$ cat src/hw/rtl/recording_level_meter_macros.svh
// Assertion macros for the recording level meter.
// Expects clk and arst_n in the scope of use; no other dependencies.
`ifndef RECORDING_LEVEL_METER_MACROS_SVH
`define RECORDING_LEVEL_METER_MACROS_SVH

// Same-cycle implication, off during reset.
`define RLM_ASSERT_NOW(label, ante, cons, msg) \
	label: assert property (@(posedge clk) disable iff (!arst_n) (ante) |-> (cons)) \
		else $error(msg);

// Next-cycle implication, off during reset.
`define RLM_ASSERT_NEXT(label, ante, cons, msg) \
	label: assert property (@(posedge clk) disable iff (!arst_n) (ante) |=> (cons)) \
		else $error(msg);

`endif

$ cat src/hw/rtl/rlm_pkg.sv
// Shared widths, constants, register indexes, state type and result struct of the level meter.
// No dependencies.
package rlm_pkg;

	localparam int SAMPLE_W = 16;
	localparam int CNT_W    = 21;
	localparam int IDX_W    = 20;
	localparam int RATE_W   = 18;
	localparam int DUR_W    = 30;
	localparam int SUM_W    = 51;
	localparam int MEAN_W   = 31;
	localparam int LVL_W    = 16;
	localparam int SQ_W     = 2 * SAMPLE_W;
	localparam int SQIN_W   = 2 * LVL_W;
	localparam int SREM_W   = LVL_W + 2;
	localparam int CHUNK_BITS = 9;   // 512-sample chunks

	localparam int DIV_STEPS  = SUM_W;
	localparam int DUR_STEPS  = DUR_W;
	localparam int SQRT_STEPS = LVL_W;
	localparam int STEP_W     = 6;

	localparam logic [CNT_W-1:0]  MAX_DEPTH = CNT_W'(1048576);
	localparam logic [DUR_W-1:0]  MS_PER_S  = DUR_W'(1000);

	localparam logic [CNT_W-1:0]  RST_MAX_SAMPLES  = CNT_W'(160000);
	localparam logic [CNT_W-1:0]  RST_MIN_SAMPLES  = CNT_W'(12800);
	localparam logic [CNT_W-1:0]  RST_TAIL_SAMPLES = CNT_W'(4000);
	localparam logic [RATE_W-1:0] RST_SAMPLE_RATE  = RATE_W'(16000);

	localparam logic STATUS_OK    = 1'b0;
	localparam logic STATUS_EMPTY = 1'b1;

	typedef enum logic [1:0] {
		REG_MAX_SAMPLES  = 2'd0,
		REG_MIN_SAMPLES  = 2'd1,
		REG_TAIL_SAMPLES = 2'd2,
		REG_SAMPLE_RATE  = 2'd3
	} reg_idx_t;

	typedef enum logic [2:0] {
		ST_IDLE,
		ST_LOAD,
		ST_DIV,
		ST_SQRT,
		ST_OUT
	} state_t;

	typedef struct packed {
		logic              status;
		logic              done_res;
		logic [DUR_W-1:0]  length_ms;
		logic [LVL_W-1:0]  rms_level;
		logic [LVL_W-1:0]  peak_level;
		logic [CNT_W-1:0]  sample_total;
		logic [IDX_W-1:0]  store_index;
		logic              taken;
	} res_t;

endpackage

$ cat src/hw/rtl/recording_level_meter.sv
// Recording level meter: count, peak, RMS and duration of a sample recording.
// Depends on rlm_pkg and recording_level_meter_macros.svh.
// Rate: one word per cycle while idle with no skid word held; a word's result
// is registered at its accept edge. A word ending a non-empty recording passes ST_LOAD,
// the bit-serial mean-square divider (51 steps), the 2-bit-per-step root, then ST_OUT.
// Reset (arst_n low, async) restores the register defaults and clears all counters.
`include "recording_level_meter_macros.svh"

module recording_level_meter (
	input  logic                     clk,
	input  logic                     arst_n,
	// configuration port
	input  logic                     psel,
	input  logic                     penable,
	input  logic                     pwrite,
	input  logic [3:0]               paddr,
	input  logic [31:0]              pwdata,
	output logic [31:0]              prdata,
	output logic                     pready,
	// sample stream
	input  logic                     s_tvalid,
	output logic                     s_tready,
	input  logic [23:0]              s_tdata,   // [15:0] sample, [16] stop_request
	// result stream
	output logic                     m_tvalid,
	input  logic                     m_tready,
	output logic [103:0]             m_tdata,   // [0] taken, [20:1] store_index,
	                                            // [41:21] sample_total, [57:42] peak_level,
	                                            // [73:58] rms_level, [103:74] length_ms
	output logic                     m_tlast,   // done_res
	output logic                     m_tuser    // status
);
	import rlm_pkg::*;

	// ---------------------------------------------------------------- config
	logic [CNT_W-1:0]  max_samples_q, min_samples_q, tail_samples_q;
	logic [RATE_W-1:0] sample_rate_q;
	logic              cfg_wr;
	reg_idx_t          cfg_idx;

	assign pready  = 1'b1;
	assign cfg_wr  = psel & penable & pwrite & pready;
	assign cfg_idx = reg_idx_t'(paddr[3:2]);

	always_ff @(posedge clk or negedge arst_n) begin
		if (!arst_n) begin
			max_samples_q  <= RST_MAX_SAMPLES;
			min_samples_q  <= RST_MIN_SAMPLES;
			tail_samples_q <= RST_TAIL_SAMPLES;
			sample_rate_q  <= RST_SAMPLE_RATE;
		end else if (cfg_wr) begin
			unique case (cfg_idx)
				REG_MAX_SAMPLES:  max_samples_q  <= pwdata[CNT_W-1:0];
				REG_MIN_SAMPLES:  min_samples_q  <= pwdata[CNT_W-1:0];
				REG_TAIL_SAMPLES: tail_samples_q <= pwdata[CNT_W-1:0];
				REG_SAMPLE_RATE:  sample_rate_q  <= pwdata[RATE_W-1:0];
				default: ;
			endcase
		end
	end

	always_comb begin
		unique case (cfg_idx)
			REG_MAX_SAMPLES:  prdata = 32'(max_samples_q);
			REG_MIN_SAMPLES:  prdata = 32'(min_samples_q);
			REG_TAIL_SAMPLES: prdata = 32'(tail_samples_q);
			REG_SAMPLE_RATE:  prdata = 32'(sample_rate_q);
			default:          prdata = '0;
		endcase
	end

	// ---------------------------------------------------------------- recording state
	state_t            state_q, state_d;
	logic [CNT_W-1:0]  cnt_q;
	logic [LVL_W-1:0]  peak_q;
	logic              tail_act_q;
	logic [CNT_W-1:0]  tail_left_q;
	logic [SUM_W-1:0]  sum_q;
	logic [SQ_W-1:0]   sq_s1;        // square of the last accepted word, added in the cycle after if it was taken
	logic              sq_vld_s1;

	// per-word decision
	logic                accept;
	logic [SAMPLE_W-1:0] smp;
	logic                stop;
	logic [CNT_W-1:0]    max_eff, min_eff, tail_len, cnt_inc, tail_dec, fin_cnt;
	logic [LVL_W-1:0]    smp_abs, peak_new;
	logic                start_tail, tail_on, end_early, end_late, take, fin, fin_empty;

	assign accept = s_tvalid & s_tready;
	assign smp    = s_tdata[SAMPLE_W-1:0];
	assign stop   = s_tdata[SAMPLE_W];

	always_comb begin
		max_eff    = (max_samples_q > MAX_DEPTH) ? MAX_DEPTH : max_samples_q;
		min_eff    = (min_samples_q < max_eff) ? min_samples_q : max_eff;
		// stop is only looked at on a chunk boundary, once the count reaches the minimum, and only before the tail
		start_tail = !tail_act_q && stop && (cnt_q[CHUNK_BITS-1:0] == '0) && (cnt_q >= min_eff);
		tail_on    = tail_act_q | start_tail;
		tail_len   = start_tail ? tail_samples_q : tail_left_q;
		// limit already reached, or a tail with nothing left: end without the word
		end_early  = (cnt_q >= max_eff) || (tail_on && (tail_len == '0));
		take       = !end_early;
		cnt_inc    = cnt_q + 1'b1;
		tail_dec   = tail_on ? (tail_len - 1'b1) : tail_len;
		end_late   = (cnt_inc >= max_eff) || (tail_on && (tail_dec == '0));
		fin        = end_early | end_late;
		fin_cnt    = take ? cnt_inc : cnt_q;
		fin_empty  = (fin_cnt == '0);
		smp_abs    = smp[SAMPLE_W-1] ? (~smp + 1'b1) : smp;   // -32768 maps to 32768
		peak_new   = (smp_abs > peak_q) ? smp_abs : peak_q;
	end

	always_ff @(posedge clk or negedge arst_n) begin
		if (!arst_n) begin
			cnt_q       <= '0;
			peak_q      <= '0;
			tail_act_q  <= 1'b0;
			tail_left_q <= '0;
		end else if (accept) begin
			if (fin) begin
				cnt_q       <= '0;
				peak_q      <= '0;
				tail_act_q  <= 1'b0;
				tail_left_q <= '0;
			end else begin
				cnt_q       <= cnt_inc;
				peak_q      <= peak_new;
				tail_act_q  <= tail_on;
				tail_left_q <= tail_dec;
			end
		end
	end

	// sum of squares: multiply at accept, accumulate on the following edge
	always_ff @(posedge clk or negedge arst_n) begin
		if (!arst_n) begin
			sq_vld_s1 <= 1'b0;
			sum_q     <= '0;
		end else begin
			sq_vld_s1 <= accept & take;
			if (state_q == ST_LOAD)
				sum_q <= '0;
			else if (sq_vld_s1)
				sum_q <= sum_q + SUM_W'(sq_s1);
		end
	end

	always_ff @(posedge clk) begin
		if (accept)
			sq_s1 <= SQ_W'(smp_abs) * SQ_W'(smp_abs);
	end

	// snapshot of the ending word for the final result
	logic [CNT_W-1:0] fin_cnt_q;
	logic [LVL_W-1:0] fin_peak_q;
	logic [IDX_W-1:0] fin_idx_q;
	logic             fin_taken_q;

	always_ff @(posedge clk) begin
		if (accept && fin) begin
			fin_cnt_q   <= fin_cnt;
			fin_peak_q  <= take ? peak_new : peak_q;
			// a word that is not taken has no buffer position
			fin_idx_q   <= take ? cnt_q[IDX_W-1:0] : '0;
			fin_taken_q <= take;
		end
	end

	// ---------------------------------------------------------------- serial arithmetic
	// mean square: restoring divide, one quotient bit per cycle, quotient
	// shifts in behind the dividend. Duration divide runs beside it while
	// step_q is below DUR_STEPS.
	logic [STEP_W-1:0] step_q;
	logic [SUM_W-1:0]  mnum_q;
	logic [CNT_W-1:0]  mrem_q;
	logic [DUR_W-1:0]  dnum_q;
	logic [RATE_W-1:0] drem_q;
	logic [SQIN_W-1:0] sqin_q;
	logic [SREM_W-1:0] srem_q;
	logic [LVL_W-1:0]  root_q;

	logic [SUM_W-1:0]  sum_total;
	logic [DUR_W-1:0]  dur_prod;
	logic [RATE_W-1:0] rate_eff;
	logic [CNT_W:0]    m_trial, m_diff;
	logic              m_ge;
	logic [SUM_W-1:0]  mnum_next;
	logic [RATE_W:0]   d_trial, d_diff;
	logic              d_ge;
	logic [SREM_W+1:0] s_trial, s_sub, s_diff;
	logic              s_ge;
	logic              div_last, sqrt_last, dur_run;

	always_comb begin
		sum_total = sq_vld_s1 ? (sum_q + SUM_W'(sq_s1)) : sum_q;
		dur_prod  = DUR_W'(fin_cnt_q) * MS_PER_S;
		rate_eff  = (sample_rate_q == '0) ? RATE_W'(1) : sample_rate_q;

		m_trial   = {mrem_q, mnum_q[SUM_W-1]};
		m_ge      = m_trial >= {1'b0, fin_cnt_q};
		m_diff    = m_trial - {1'b0, fin_cnt_q};
		mnum_next = {mnum_q[SUM_W-2:0], m_ge};

		d_trial   = {drem_q, dnum_q[DUR_W-1]};
		d_ge      = d_trial >= {1'b0, rate_eff};
		d_diff    = d_trial - {1'b0, rate_eff};

		s_trial   = {srem_q, sqin_q[SQIN_W-1 -: 2]};
		s_sub     = {2'b00, root_q, 2'b01};
		s_ge      = s_trial >= s_sub;
		s_diff    = s_trial - s_sub;

		div_last  = (step_q == STEP_W'(DIV_STEPS - 1));
		sqrt_last = (step_q == STEP_W'(SQRT_STEPS - 1));
		dur_run   = (step_q < STEP_W'(DUR_STEPS));
	end

	always_ff @(posedge clk or negedge arst_n) begin
		if (!arst_n) begin
			step_q <= '0;
		end else if (state_q == ST_LOAD || (state_q == ST_DIV && div_last)) begin
			step_q <= '0;
		end else if (state_q == ST_DIV || state_q == ST_SQRT) begin
			step_q <= step_q + 1'b1;
		end
	end

	always_ff @(posedge clk) begin
		unique case (state_q)
			ST_LOAD: begin
				mnum_q <= sum_total;
				mrem_q <= '0;
				dnum_q <= dur_prod;
				drem_q <= '0;
			end
			ST_DIV: begin
				mnum_q <= mnum_next;
				mrem_q <= m_ge ? m_diff[CNT_W-1:0] : m_trial[CNT_W-1:0];
				if (dur_run) begin
					dnum_q <= {dnum_q[DUR_W-2:0], d_ge};
					drem_q <= d_ge ? d_diff[RATE_W-1:0] : d_trial[RATE_W-1:0];
				end
				if (div_last) begin
					// mean square is below 2^31; feed it to the root
					sqin_q <= {1'b0, mnum_next[MEAN_W-1:0]};
					srem_q <= '0;
					root_q <= '0;
				end
			end
			ST_SQRT: begin
				sqin_q <= {sqin_q[SQIN_W-3:0], 2'b00};
				srem_q <= s_ge ? s_diff[SREM_W-1:0] : s_trial[SREM_W-1:0];
				root_q <= {root_q[LVL_W-2:0], s_ge};
			end
			default: ;
		endcase
	end

	// ---------------------------------------------------------------- control
	logic out_v_q, skid_v_q;
	logic push, pop;
	res_t push_res, out_q, skid_q;

	always_ff @(posedge clk or negedge arst_n) begin
		if (!arst_n)
			state_q <= ST_IDLE;
		else
			state_q <= state_d;
	end

	always_comb begin
		state_d = state_q;
		unique case (state_q)
			ST_IDLE: if (accept && fin && !fin_empty) state_d = ST_LOAD;
			ST_LOAD: state_d = ST_DIV;
			ST_DIV:  if (div_last) state_d = ST_SQRT;
			ST_SQRT: if (sqrt_last) state_d = ST_OUT;
			ST_OUT:  if (!skid_v_q) state_d = ST_IDLE;
			default: state_d = ST_IDLE;
		endcase
	end

	assign s_tready = (state_q == ST_IDLE) && !skid_v_q;

	// result source: immediate word result, or the finished statistics
	always_comb begin
		push_res = '0;
		if (state_q == ST_OUT) begin
			push     = !skid_v_q;
			push_res.taken        = fin_taken_q;
			push_res.store_index  = fin_idx_q;
			push_res.done_res     = 1'b1;
			push_res.status       = STATUS_OK;
			push_res.sample_total = fin_cnt_q;
			push_res.peak_level   = fin_peak_q;
			push_res.rms_level    = root_q;
			push_res.length_ms    = dnum_q;
		end else begin
			push = accept && (!fin || fin_empty);
			if (fin) begin
				push_res.done_res = 1'b1;
				push_res.status   = STATUS_EMPTY;
			end else begin
				push_res.taken       = 1'b1;
				push_res.store_index = cnt_q[IDX_W-1:0];
			end
		end
	end

	// ---------------------------------------------------------------- output register + skid
	assign pop = out_v_q & m_tready;

	always_ff @(posedge clk or negedge arst_n) begin
		if (!arst_n) begin
			out_v_q  <= 1'b0;
			skid_v_q <= 1'b0;
		end else if (pop) begin
			if (skid_v_q) begin
				skid_v_q <= 1'b0;
			end else begin
				out_v_q <= push;
			end
		end else if (push) begin
			if (out_v_q)
				skid_v_q <= 1'b1;
			else
				out_v_q <= 1'b1;
		end
	end

	always_ff @(posedge clk) begin
		if (pop) begin
			out_q <= skid_v_q ? skid_q : push_res;
		end else if (push) begin
			if (out_v_q)
				skid_q <= push_res;
			else
				out_q <= push_res;
		end
	end

	assign m_tvalid = out_v_q;
	assign m_tdata  = {out_q.length_ms, out_q.rms_level, out_q.peak_level,
	                   out_q.sample_total, out_q.store_index, out_q.taken};
	assign m_tlast  = out_q.done_res;
	assign m_tuser  = out_q.status;

	// ---------------------------------------------------------------- checks
	`RLM_ASSERT_NOW(a_skid_behind_out, skid_v_q, out_v_q, "skid word held with output empty")
	`RLM_ASSERT_NOW(a_busy_no_accept, state_q != ST_IDLE, !s_tready, "word accepted while busy")
	`RLM_ASSERT_NOW(a_cnt_bound, 1'b1, cnt_q <= MAX_DEPTH, "sample count beyond buffer depth")
	`RLM_ASSERT_NOW(a_tail_idle_zero, !tail_act_q, tail_left_q == '0, "tail count set without tail")
	`RLM_ASSERT_NEXT(a_fin_starts_math, accept && fin && !fin_empty, state_q == ST_LOAD,
		"non-empty recording end did not start the statistics")

endmodule
$ cat config.mk
export PLATFORM = sky130hd
export DESIGN_NAME = recording_level_meter
export DESIGN_NICKNAME = d
export VERILOG_FILES = /design/src/hw/rtl/rlm_pkg.sv /design/src/hw/rtl/recording_level_meter.sv
export VERILOG_INCLUDE_DIRS = /design/src /design/src/hw/rtl
export SDC_FILE = /design/constraint.sdc
export NUM_CORES = 2
export LEC_CHECK = 0
export BUFFER_PORTS_ARGS = -buffer_cell sky130_fd_sc_hd__buf_2
export CORE_ASPECT_RATIO = 0.5
export CORE_MARGIN = 2
export CORE_UTILIZATION = 40
export DETAILED_ROUTE_END_ITERATION = 7
export PLACE_DENSITY = 0.66
export SLEW_MARGIN = 20
export SYNTH_ARGS = -nofsm -noshare
export SYNTH_HDL_FRONTEND = slang
export SYNTH_SLANG_ARGS = --single-unit
$ cat constraint.sdc
create_clock -name clk -period 16.25 [get_ports clk]
set_input_delay 4.0625 -clock clk [delete_from_list [all_inputs] [get_ports clk]]
set_output_delay 4.0625 -clock clk [all_outputs]
set_load 0.03 [all_outputs]
==> metrics.txt <==
status finished, final reports clean; Syn Area/Cell 10.6 sq um; max_cap viols 0; final WL 119000 microns; post-synth top area share 0.312; Netlist cell types 89; clock slew at reported path FFs 0.06 ns; Clock Tree Buf Depth 3; Pwr Density 153 nW/um^2; DRC Markers 0; Top Ports 208; Post-synth EDFFs 487; Starting Density 0.405; Pins Over Slew Limit 0; CP Depth 31; Worst setup SP type primary input; fraction of layout cells with a size suffix above 1 0.129; Required @ worst endpoint 16.64 ns; leakage 22.7 nW; TNS Setup 0 ns; Top Family by Delay on Critical Path adder cells; Worst setup EP type flop; ys flop type edfxtp_1; Yosys reg bits 690; first-pass GRT wire length 188000 microns; H-tree levels 3; Mapped Cells 4415; clk_lat worst skew 0.66 ns; Worst R2R Path Depth 39; initial DRC count 3046; Synth area leaders edfxtp_1, fa_1, dfrtp_1; vias per inst 5.48; Synth top cells by count edfxtp_1, nand2_1, nor2_1, inv_1, ha_1; reg-to-reg startpoint max_samples_q[9]; Final nets 5183; Hold Startpoint peak_q[9]; Arr. time, crit path 12.84 ns; setup bufs post-CTS 0; Fin. Hold Viols 0; Resize count post-CTS 0; Slew @ Worst Pin 1.13 ns; Clock Root Buffer clkbuf_16; unrepaired setup endpoints after global routing no; Slew HR 0.246; total track usage 0.197; final worst path period share 0.766; Post-DP HPWL 86500 microns; DP Worst Slack 3.22 ns; maximum vdd drop 0.364 mV; Final min period 12.44 ns; Synth async-reset ratio 0.294; # setup viols final 0; min-delay worst type reg2reg; Core Region 116000 sq um; most frequent CP cell fa_1; clk sinks 690; count leader, synth edfxtp_1; Crit-path slowest cell o41ai_1; CP Max Fanout 14; CTS tree yes; Buf/Inv on CP 7; initial antenna violation count 1; Area growth syn-to-layout 10.6%; wire per inst 19.3 microns; Seq/Total Area, Yosys 0.421; port bufs 175; Die Ht 246 microns; hold path cells 2; critical path's largest stage delay 0.63 ns; Final ANT Viol Nets 0; worst setup margin 3.81 ns; diodes inserted 0; vias in the first global route 33891; Ys Warns 0; Layout Skew 0.0331 ns; RePlAce Congestion 0.891; mapped cell area 46900 sq um; Critical Path Start s_tdata[0]; hold_buf cts 0; dominant cell type by area after synthesis edfxtp_1; Remaining Overflow, GRT 0; die width 488 microns; via count 33751; drt first pass iters 8; maximum number of pins on one net before global-route repair 94; CTS Buf Count 70; die area 120000 sq um; row cnt 88; Fmax 80.4 MHz; critical path class in2reg
[metrics by stage]
stage	area (sq um)	power (W)	std cells	util	hold WS, ns
after floorplan	47000	0.00511	4437	-	0.450
after global placement	49500	0.00617	6030	0.427	0.464
after detailed placement	49500	0.00629	6031	0.428	0.471
after CTS	51800	0.00796	6159	0.447	0.485
after global routing	51900	0.00856	6161	0.448	0.504
final	51900	0.00796	6161	0.448	0.480
[path summary, 6_finish.rpt]
check | to | slack [ns]
min reg2reg | peak_q[9] | 0.48
max | sq_s1[31] | 3.81
max in group asynchronous | peak_q[1] | 10.68
max reg2reg | skid_q[68] | 4.04
min in group asynchronous | sample_rate_q[14] | 3.48
min | peak_q[9] | 0.48
[worst reg2reg max path, delay by kind of cell, from the launching register on]
family                   cells  cell delay, ns
AO/OA/AOI/OAI               17            4.81
adder cells (fa/ha/maj)      3            0.97
buffers and inverters        6            2.11
flip-flops                   1            0.46
multiplexers                 2            0.65
AND/OR/NAND/NOR             11            2.76
[cells in the final DEF (no fill, tap or decap), types with 14 or more instances in the layout]
| cell | n |
|---|---|
| or4_1 | 17 |
| ha_1 | 346 |
| dfstp_2 | 20 |
| and3_1 | 64 |
| clkinv_1 | 14 |
| clkbuf_16 | 72 |
| buf_2 | 174 |
| o21a_1 | 37 |
| o21bai_1 | 14 |
| nand2_1 | 451 |
| nand2b_1 | 31 |
| a31oi_1 | 46 |
| o31ai_1 | 72 |
| mux2_2 | 150 |
| inv_1 | 369 |
| mux4_2 | 18 |
| nand3_1 | 76 |
| edfxtp_1 | 487 |
| nor4_1 | 28 |
| conb_1 | 24 |
| and2_1 | 54 |
| xnor2_1 | 147 |
| buf_4 | 51 |
| a21o_1 | 74 |
| nor2b_1 | 22 |
| or2_2 | 16 |
| dfrtp_1 | 182 |
| a211oi_1 | 30 |
| mux2i_1 | 70 |
| nand4_1 | 31 |
| nor3_1 | 47 |
| or3_1 | 20 |
| fa_1 | 240 |
| xor2_1 | 66 |
| nor2_1 | 423 |
| a21oi_1 | 195 |
| o21ai_0 | 154 |
[cells by family after synthesis]
kind of cell | Yosys count | synth area share
muxes | 238 | 0.0596
DFF | 690 | 0.421
other | 2 | 0.000160
AOI/OAI and AO/OA | 766 | 0.106
and+or+nand+nor | 1332 | 0.130
adders and majority gates | 586 | 0.195
xor gates and xnor gates | 214 | 0.0400
buffers and inverters | 587 | 0.0491
[layout make-up]
type	instances	area [sq um]
fill	10811	63900
clock buffer	89	1910
inverter	378	1420
sequential	690	19700
timing repair buffer	230	1360
tap	1575	1970
multi-input combinational	3160	25100
clock inverter	39	392
[report_power, final]
part / switching (W) / internal (W)
registers: 0.0000903 / 0.00213
logic: 0.00245 / 0.00165
clock network: 0.000733 / 0.000909
[metal layers]
metal	share of wire	up-vias	track usage
met5	0	-	0
met4	0.020	0	0.0456
met3	0.062	153	0.0331
met2	0.46	1000	0.317
met1	0.46	16882	0.279
li1	-	15716	-
[flip-flops by register name, indices dropped and copies added (netlist names), 30 cells and up]
register	flops
m_tdata	104
skid_q	106
sum_q	51
sq_s1	31
dnum_q	30
mnum_q	51
sqin_q	32
(Power assumes the default switching activity.)
